[src/design/zbh_pkg.sv]
// shared types and constants of the zobrist board hash
`default_nettype none
package zbh_pkg;

	localparam int PieceTypes   = 13;
	localparam int BoardSquares = 64;
	localparam int CastleKeys   = 16;
	localparam int EpKeys       = 9;

	localparam int SquareW  = 6;
	localparam int PieceW   = 4;
	localparam int CastleW  = 4;
	localparam int EpW      = 7;
	localparam int EpSlotW  = $clog2(EpKeys);
	localparam int IdxW     = SquareW + PieceW;
	localparam int HashW    = 64;
	localparam int InDataW  = 24;
	localparam int OutDataW = 64;

	// accumulator memory
	localparam int AccDepth = 2;
	localparam int AccAddrW = $clog2(AccDepth);
	localparam logic [AccAddrW-1:0] AccAddr = '0;

	localparam logic [HashW-1:0] KeyMult = 64'd12345321971238532197;
	localparam int KeyBase = PieceTypes * BoardSquares;
	localparam logic [HashW-1:0] KeyWhite  = KeyMult * 64'(KeyBase);
	localparam logic [HashW-1:0] KeyCastle = KeyMult * 64'(KeyBase + 1);
	localparam logic [HashW-1:0] KeyEp     = KeyMult * 64'(KeyBase + 1 + CastleKeys);

	typedef struct packed {
		logic                last;
		logic                white;
		logic [CastleW-1:0]  castle;
		logic [EpSlotW-1:0]  ep_slot;
		logic [IdxW-1:0]     idx;
	} item_t;

endpackage
`default_nettype wire

[src/design/zobrist_board_hash.sv]
// top level of the zobrist board hash
//
// Input channel s_*: one beat per board square. tdata carries square, piece
// code, side to move, castle mask and en-passant square; tlast marks the final
// square of a position, and only then do the side fields count.
// Output channel m_*: one beat per position, tdata is the 64-bit hash.
// A beat accepted on s_* is registered into stage 1, then into the hash stage;
// a position's hash then goes into the output register that drives m_tvalid.
// One square per cycle unless the output stalls: the accumulator lives in
// a registered-read memory that is read every cycle and written by the hash
// stage, with the value written in the previous cycle forwarded around it.
// The output register holds a hash while m_tready is low; squares keep
// flowing until a second hash would have to leave, then s_tready drops.
// After reset the accumulator reads as zero until its first write; the block
// accepts beats from the first cycle after reset, no clearing pass is needed.
// After every tlast beat the accumulator goes back to zero.
`default_nettype none
module zobrist_board_hash (
	input  wire logic                          clk,
	input  wire logic                          arst_n,
	input  wire logic                          s_tvalid,
	output logic                               s_tready,
	// square[5:0], piece_code[9:6], white_to_move[10], castle_rights[14:11],
	// ep_square[21:15], zero[23:22]
	input  wire logic [zbh_pkg::InDataW-1:0]   s_tdata,
	input  wire logic                          s_tlast,
	output logic                               m_tvalid,
	input  wire logic                          m_tready,
	// hash[63:0]
	output logic      [zbh_pkg::OutDataW-1:0]  m_tdata
);

	logic [zbh_pkg::SquareW-1:0] in_square;
	logic [zbh_pkg::PieceW-1:0]  in_piece;
	logic [zbh_pkg::PieceW-1:0]  piece_ok;
	logic [zbh_pkg::EpW-1:0]     in_ep;
	zbh_pkg::item_t              in_item;

	logic                        s1_valid_s1;
	zbh_pkg::item_t              item_s1;
	logic                        s2_valid_s2;
	zbh_pkg::item_t              item_s2;

	logic [zbh_pkg::HashW-1:0]   piece_key_s2;
	logic [zbh_pkg::HashW-1:0]   side_key_s2;

	logic                        adv_s1;
	logic                        adv_s2;
	logic                        ram_we;
	logic [zbh_pkg::HashW-1:0]   ram_wdata;
	logic [zbh_pkg::HashW-1:0]   ram_rdata;
	logic                        acc_valid_q;
	logic                        rd_ok_q;
	logic                        wr_last_q;
	logic [zbh_pkg::HashW-1:0]   wr_data_q;
	logic [zbh_pkg::HashW-1:0]   acc_cur;
	logic [zbh_pkg::HashW-1:0]   hash_next;
	logic                        out_valid_q;
	logic [zbh_pkg::HashW-1:0]   out_data_q;

	// unpack and index
	always_comb begin
		in_square = s_tdata[5:0];
		in_piece  = s_tdata[9:6];
		in_ep     = s_tdata[21:15];
		piece_ok  = ({1'b0, in_piece} >= (zbh_pkg::PieceW + 1)'(zbh_pkg::PieceTypes))
			? '0 : in_piece;
		in_item.last    = s_tlast;
		in_item.white   = s_tdata[10];
		in_item.castle  = s_tdata[14:11];
		in_item.ep_slot = in_ep[zbh_pkg::EpW-1] ? '0
			: zbh_pkg::EpSlotW'({1'b0, in_ep[2:0]}) + zbh_pkg::EpSlotW'(1);
		in_item.idx     = {piece_ok, in_square};
	end

	assign adv_s2   = !s2_valid_s2 || !item_s2.last || !out_valid_q || m_tready;
	assign adv_s1   = !s1_valid_s1 || adv_s2;
	assign s_tready = adv_s1;

	always_ff @(posedge clk or negedge arst_n) begin
		if (!arst_n) begin
			s1_valid_s1 <= 1'b0;
			s2_valid_s2 <= 1'b0;
		end else begin
			if (adv_s1) begin
				s1_valid_s1 <= s_tvalid;
			end
			if (adv_s2) begin
				s2_valid_s2 <= s1_valid_s1;
			end
		end
	end

	always_ff @(posedge clk) begin
		if (s_tvalid && adv_s1) begin
			item_s1 <= in_item;
		end
		if (s1_valid_s1 && adv_s2) begin
			item_s2 <= item_s1;
		end
	end

	zbh_keygen u_keygen (
		.clk          (clk),
		.en           (s1_valid_s1 && adv_s2),
		.item_s1      (item_s1),
		.piece_key_s2 (piece_key_s2),
		.side_key_s2  (side_key_s2)
	);

	// accumulator read-modify-write
	always_comb begin
		if (wr_last_q) begin
			acc_cur = wr_data_q;
		end else if (rd_ok_q) begin
			acc_cur = ram_rdata;
		end else begin
			acc_cur = '0;
		end
		hash_next = acc_cur ^ piece_key_s2 ^ (item_s2.last ? side_key_s2 : '0);
		ram_we    = s2_valid_s2 && adv_s2;
		ram_wdata = item_s2.last ? '0 : hash_next;
	end

	zbh_ram #(
		.Width (zbh_pkg::HashW),
		.Depth (zbh_pkg::AccDepth)
	) u_acc_ram (
		.clk   (clk),
		.we    (ram_we),
		.addr  (zbh_pkg::AccAddr),
		.wdata (ram_wdata),
		.rdata (ram_rdata)
	);

	always_ff @(posedge clk or negedge arst_n) begin
		if (!arst_n) begin
			acc_valid_q <= 1'b0;
			rd_ok_q     <= 1'b0;
			wr_last_q   <= 1'b0;
		end else begin
			acc_valid_q <= acc_valid_q || ram_we;
			rd_ok_q     <= acc_valid_q;
			wr_last_q   <= ram_we;
		end
	end

	always_ff @(posedge clk) begin
		if (ram_we) begin
			wr_data_q <= ram_wdata;
		end
	end

	// output register
	always_ff @(posedge clk or negedge arst_n) begin
		if (!arst_n) begin
			out_valid_q <= 1'b0;
		end else if (ram_we && item_s2.last) begin
			out_valid_q <= 1'b1;
		end else if (m_tready) begin
			out_valid_q <= 1'b0;
		end
	end

	always_ff @(posedge clk) begin
		if (ram_we && item_s2.last) begin
			out_data_q <= hash_next;
		end
	end

	assign m_tvalid = out_valid_q;
	assign m_tdata  = out_data_q;

`ifndef ASSERT_OFF
	a_clear_after_last: assert property (@(posedge clk) disable iff (!arst_n)
		(ram_we && item_s2.last) |=> (wr_last_q && wr_data_q == '0))
		else $error("accumulator not cleared after last beat");

	a_out_from_last: assert property (@(posedge clk) disable iff (!arst_n)
		$rose(out_valid_q) |-> $past(s2_valid_s2 && item_s2.last && adv_s2))
		else $error("hash emitted without a last beat");

	a_acc_valid_sticky: assert property (@(posedge clk) disable iff (!arst_n)
		!$fell(acc_valid_q))
		else $error("accumulator valid dropped");

	a_stall_cause: assert property (@(posedge clk) disable iff (!arst_n)
		!s_tready |-> (s1_valid_s1 && s2_valid_s2 && item_s2.last && out_valid_q))
		else $error("input stalled without a full pipeline");

	a_no_write_on_stall: assert property (@(posedge clk) disable iff (!arst_n)
		(s2_valid_s2 && !adv_s2) |=> !wr_last_q)
		else $error("accumulator written by a stalled stage");
`endif

endmodule
`default_nettype wire

[src/design/zbh_ram.sv]
// generic single-port ram with registered read
`default_nettype none
module zbh_ram #(
	parameter int Width = 64,
	parameter int Depth = 2
) (
	input  wire logic                     clk,
	input  wire logic                     we,
	input  wire logic [$clog2(Depth)-1:0] addr,
	input  wire logic [Width-1:0]         wdata,
	output logic      [Width-1:0]         rdata
);

	logic [Width-1:0] mem [Depth];

	always_ff @(posedge clk) begin
		if (we) begin
			mem[addr] <= wdata;
		end
		rdata <= mem[addr];
	end

endmodule
`default_nettype wire

[src/design/zbh_keygen.sv]
// key multipliers: piece/square key and side key, registered into stage 2
`default_nettype none
module zbh_keygen (
	input  wire logic                      clk,
	input  wire logic                      en,
	input  wire zbh_pkg::item_t            item_s1,
	output logic [zbh_pkg::HashW-1:0]      piece_key_s2,
	output logic [zbh_pkg::HashW-1:0]      side_key_s2
);

	logic [zbh_pkg::HashW-1:0] piece_key;
	logic [zbh_pkg::HashW-1:0] castle_key;
	logic [zbh_pkg::HashW-1:0] ep_key;
	logic [zbh_pkg::HashW-1:0] white_key;

	always_comb begin
		piece_key  = zbh_pkg::KeyMult * zbh_pkg::HashW'(item_s1.idx);
		castle_key = zbh_pkg::KeyCastle + zbh_pkg::KeyMult * zbh_pkg::HashW'(item_s1.castle);
		ep_key     = zbh_pkg::KeyEp + zbh_pkg::KeyMult * zbh_pkg::HashW'(item_s1.ep_slot);
		white_key  = item_s1.white ? zbh_pkg::KeyWhite : '0;
	end

	always_ff @(posedge clk) begin
		if (en) begin
			piece_key_s2 <= piece_key;
			side_key_s2  <= castle_key ^ ep_key ^ white_key;
		end
	end

endmodule
`default_nettype wire

[config.mk]
export PLATFORM = sky130hd
export DESIGN_NAME = zobrist_board_hash
export DESIGN_NICKNAME = d
export VERILOG_FILES = /design/src/design/zbh_pkg.sv /design/src/design/zobrist_board_hash.sv /design/src/design/zbh_ram.sv /design/src/design/zbh_keygen.sv
export SDC_FILE = /design/constraint.sdc
export NUM_CORES = 1
export LEC_CHECK = 0
export BUFFER_PORTS_ARGS = -buffer_cell sky130_fd_sc_hd__buf_2
export CAP_MARGIN = 20
export CORE_ASPECT_RATIO = 0.9
export CORE_MARGIN = 4
export CORE_UTILIZATION = 57
export CTS_CLUSTER_DIAMETER = 150
export CTS_CLUSTER_SIZE = 20
export DETAILED_ROUTE_END_ITERATION = 7
export PLACE_DENSITY_LB_ADDON = 0.05
export REMOVE_ABC_BUFFERS = 1
export SLEW_MARGIN = 20
export SYNTH_ARGS = -nofsm -noshare
export SYNTH_HDL_FRONTEND = slang
export SYNTH_SLANG_ARGS = --single-unit
[constraint.sdc]
create_clock -name clk -period 15.8 [get_ports clk]
set_clock_uncertainty 0.2 [all_clocks]
set_input_delay 3.95 -clock clk [delete_from_list [all_inputs] [get_ports clk]]
set_output_delay 3.95 -clock clk [all_outputs]
set_load 0.01 [all_outputs]
==> results.txt <==
The number of endpoints failing setup at the final stage is 0. The via count of the first global-routing pass is 22,730. The data required time at the worst endpoint is 11.65 ns. Adding up every negative setup slack in the final design gives 0 ns.

The clock transition at the registers of the reported paths is 0.08 ns. The number of antenna violations at the first check in global routing came out at 0. sky130_fd_sc_hd__edfxtp_1 takes more of the synthesized area than any other cell. The cell depth of the worst flop-to-flop path came out at 19.

Port buffering added 89 buffers. The class of the tightest hold or removal check is flop to flop. The antenna cell count came out at 0.

The count of unique library cells instantiated by Yosys is 83. The standard cell core area came out at 54,800 µm². The relative slew slack came out at 32.6%. Summing all placed instances gives a cell area of 33,100 µm².

From bottom edge to top edge, the die measures 232 µm. The share of synthesized area occupied by flip-flops and latches came out at 30.6%. The worst-case clock buffer depth is 3. The total number of H-tree levels came out at 1. The layout cell share with drive strength beyond 1 is 5.65%. For this run, the top clock speed supported by timing is 112 MHz. The final instance area is 33,700 µm². The cell sitting at the root of the clock tree is a sky130_fd_sc_hd__clkbuf_16.

In the routed layout, each cell is associated on average with a via count of 6.00. Setup repair after global routing left no endpoint under its margin. The tightest hold margin is 0.176 ns. The highest ir drop seen on vdd came out at 0.000178 V. The prevailing post-synth register cell is sky130_fd_sc_hd__edfxtp_1. The number of instances resized during post-cts repair came out at 0. In the global route stage, overall resource usage came out at 30.3%.

TritonCTS built the clock tree. The number of vias after detailed routing is 23,070. The largest net degree at the start of global routing came out at 80. Counting flops and latches in the post-synthesis netlist gives 347. Routability-driven placement finished with a final weighted congestion of 1.03.

In the post-synthesis netlist, the cell with the most instances is sky130_fd_sc_hd__inv_1. The number of placement rows came out at 81. The leakage power figure came out at 15.1 nW. The total CTS buffers came out at 21. The classification of the worst setup path is input port to output port.

The mean instance size in the synthesized netlist is 10.5 µm². For this run, asynchronously set or reset flops after synthesis account for 1.73%. After detailed routing, the total wire length is 91,100 µm. The number of enable flip-flop cells after synthesis came out at 277. The die covers 59,800 µm².

The commonest cells after synthesis are 399 x sky130_fd_sc_hd__inv_1, 379 x sky130_fd_sc_hd__ha_1, 277 x sky130_fd_sc_hd__edfxtp_1, 246 x sky130_fd_sc_hd__fa_1, 224 x sky130_fd_sc_hd__xnor2_1. The share of the clock period used by the worst path after layout is 56.5%. The layout-stage area growth over the synthesis result came out at 5.56%. The run finished with clean final reports.

The clock latency of the later-clocked register in the worst-skew pair is 0.58 ns. The clock net sink count came out at 347. Yosys attributes the largest share of cell area to sky130_fd_sc_hd__edfxtp_1 26%, sky130_fd_sc_hd__fa_1 15%, sky130_fd_sc_hd__ha_1 15%, sky130_fd_sc_hd__xnor2_1 6.2%, sky130_fd_sc_hd__xor2_1 5.0%. Before antenna repair, the detailed router went through 6 iterations. The violation count after the first detailed-routing iteration is 2,273.

Dividing the detail-routed wire length by the instance count gives 23.7 µm. Along the worst path, the maximum fanout reaches 4. The wire length of the first global-routing pass came out at 140,000 µm.

The top cell type's share of synthesized area is 26.1%. The remaining design rule violation count is 0. The HPWL after detailed placement is 74,100 µm. The max-capacitance violation count is 0. The count of pins over their slew limit is 0. The critical path data arrival time came out at 4.78 ns.

From left edge to right edge, the die measures 257 µm. The number of top-level pins came out at 95. The final critical path time including I/O delays and setup came out at 8.93 ns.

The final layout net count is 3,738. For the pin with the worst max-slew slack, the measured transition is 1.01 ns. The leftover overflow at the end of global routing came out at 0. The starting density of the core came out at 58.2%. The total of hold buffers inserted after clock tree synthesis came out at 0.

The instance count along the most critical hold path is 0. The number of cells produced by synthesis is 3,051. Once the clock tree was built, the setup fixing pass inserted 0 buffers. The mapped netlist covers 31,900 µm². The power per cell area came out at 223 nW/µm². The residual antenna-violating net count after detailed routing came out at 0. During synthesis, Yosys emitted a total of 0 warnings. The count of final hold-check violations came to 0. STA classifies the critical path endpoint as an output port. STA classifies the critical path startpoint as an input port.
## cell type report
type,instances,area (µm²)
clock buffer,36,582
clock inverter,2,25.0
fill,4588,21200
inverter,399,1500
multi-input combinational,2208,20300
sequential,347,9750
tap,747,935
timing repair buffer,107,581
## critical path, stage by stage
cell	delay [ns]
sky130_fd_sc_hd__buf_2	0.10
sky130_fd_sc_hd__nor2b_1	0.35
sky130_fd_sc_hd__nand4_1	0.19
sky130_fd_sc_hd__buf_2	0.19
## placed cells by master (no fill, tap or decap), types with 38 or more instances in the layout
| cell | n |
|---|---|
| sky130_fd_sc_hd__inv_1 | 399 |
| sky130_fd_sc_hd__ha_1 | 379 |
| sky130_fd_sc_hd__edfxtp_1 | 277 |
| sky130_fd_sc_hd__fa_1 | 246 |
| sky130_fd_sc_hd__xnor2_1 | 224 |
| sky130_fd_sc_hd__nand2_1 | 187 |
| sky130_fd_sc_hd__xor2_1 | 183 |
| sky130_fd_sc_hd__a21oi_1 | 182 |
| sky130_fd_sc_hd__a21o_1 | 89 |
| sky130_fd_sc_hd__buf_2 | 89 |
| sky130_fd_sc_hd__nor2b_1 | 81 |
| sky130_fd_sc_hd__nor2_1 | 78 |
| sky130_fd_sc_hd__o21ai_0 | 72 |
| sky130_fd_sc_hd__a22oi_1 | 65 |
| sky130_fd_sc_hd__dfxtp_1 | 64 |
| sky130_fd_sc_hd__nand4_1 | 47 |
| sky130_fd_sc_hd__o21bai_1 | 38 |
## logic make-up after synthesis
group | synth area share, %
DFF | 30.6
xor gates and xnor gates | 11.3
buffers and inverters | 5.85
adders and majority gates | 30.3
muxes | 0.0667
AOI/OAI and AO/OA | 13.6
and+or+nand+nor | 8.30
## metrics by stage
step	setup WS [ns]	power, mW	util [%]	std cells
after floorplan	7.30	5.38	-	2954
after global placement	6.93	6.78	60.3	3808
after detailed placement	6.89	6.87	60.3	3808
after CTS	6.87	7.46	61.4	3846
after global routing	6.78	8.09	61.4	3846
final	6.87	7.52	61.4	3846
## registers in the layout (all words and copies together), names as in the netlist
register               flops
item_s1                   20
wr_data_q                 64
u_keygen.piece_key_s2     64
s1_valid_s1                1
u_keygen.side_key_s2      64
s2_valid_s2                1
acc_valid_q                1
m_tdata                   64
item_s2                    1
wr_last_q                  1
u_acc_ram.rdata           64
rd_ok_q                    1
m_tvalid                   1
## worst paths after layout
| kind | from | endpoint | slack (ns) |
|---|---|---|---|
| min in group asynchronous | arst_n | s1_valid_s1 | 3.00 |
| max in group asynchronous | arst_n | wr_last_q | 12.24 |
| hold reg to reg | wr_data_q[62] | u_acc_ram.rdata[62] | 0.18 |
| hold / removal | wr_data_q[62] | u_acc_ram.rdata[62] | 0.18 |
| setup / recovery | m_tready | s_tready | 6.87 |
| setup reg to reg | item_s1[2] | u_keygen.piece_key_s2[61] | 7.90 |
## metal layers
| layer | global-route usage, % | vias to the layer above | routed length, µm |
|---|---|---|---|
| li1 | - | 10562 | - |
| met1 | 46.5 | 11438 | 42800 |
| met2 | 45.5 | 948 | 38600 |
| met3 | 5.04 | 122 | 7260 |
| met4 | 6.78 | 0 | 2350 |
| met5 | 0 | - | 0 |
## report_power, final
part	total (mW)	internal (mW)	switching, mW
sequential	1.79	1.64	0.152
clock	0.556	0.254	0.302
combinational	5.18	2.02	3.16
(Power assumes the default switching activity.)
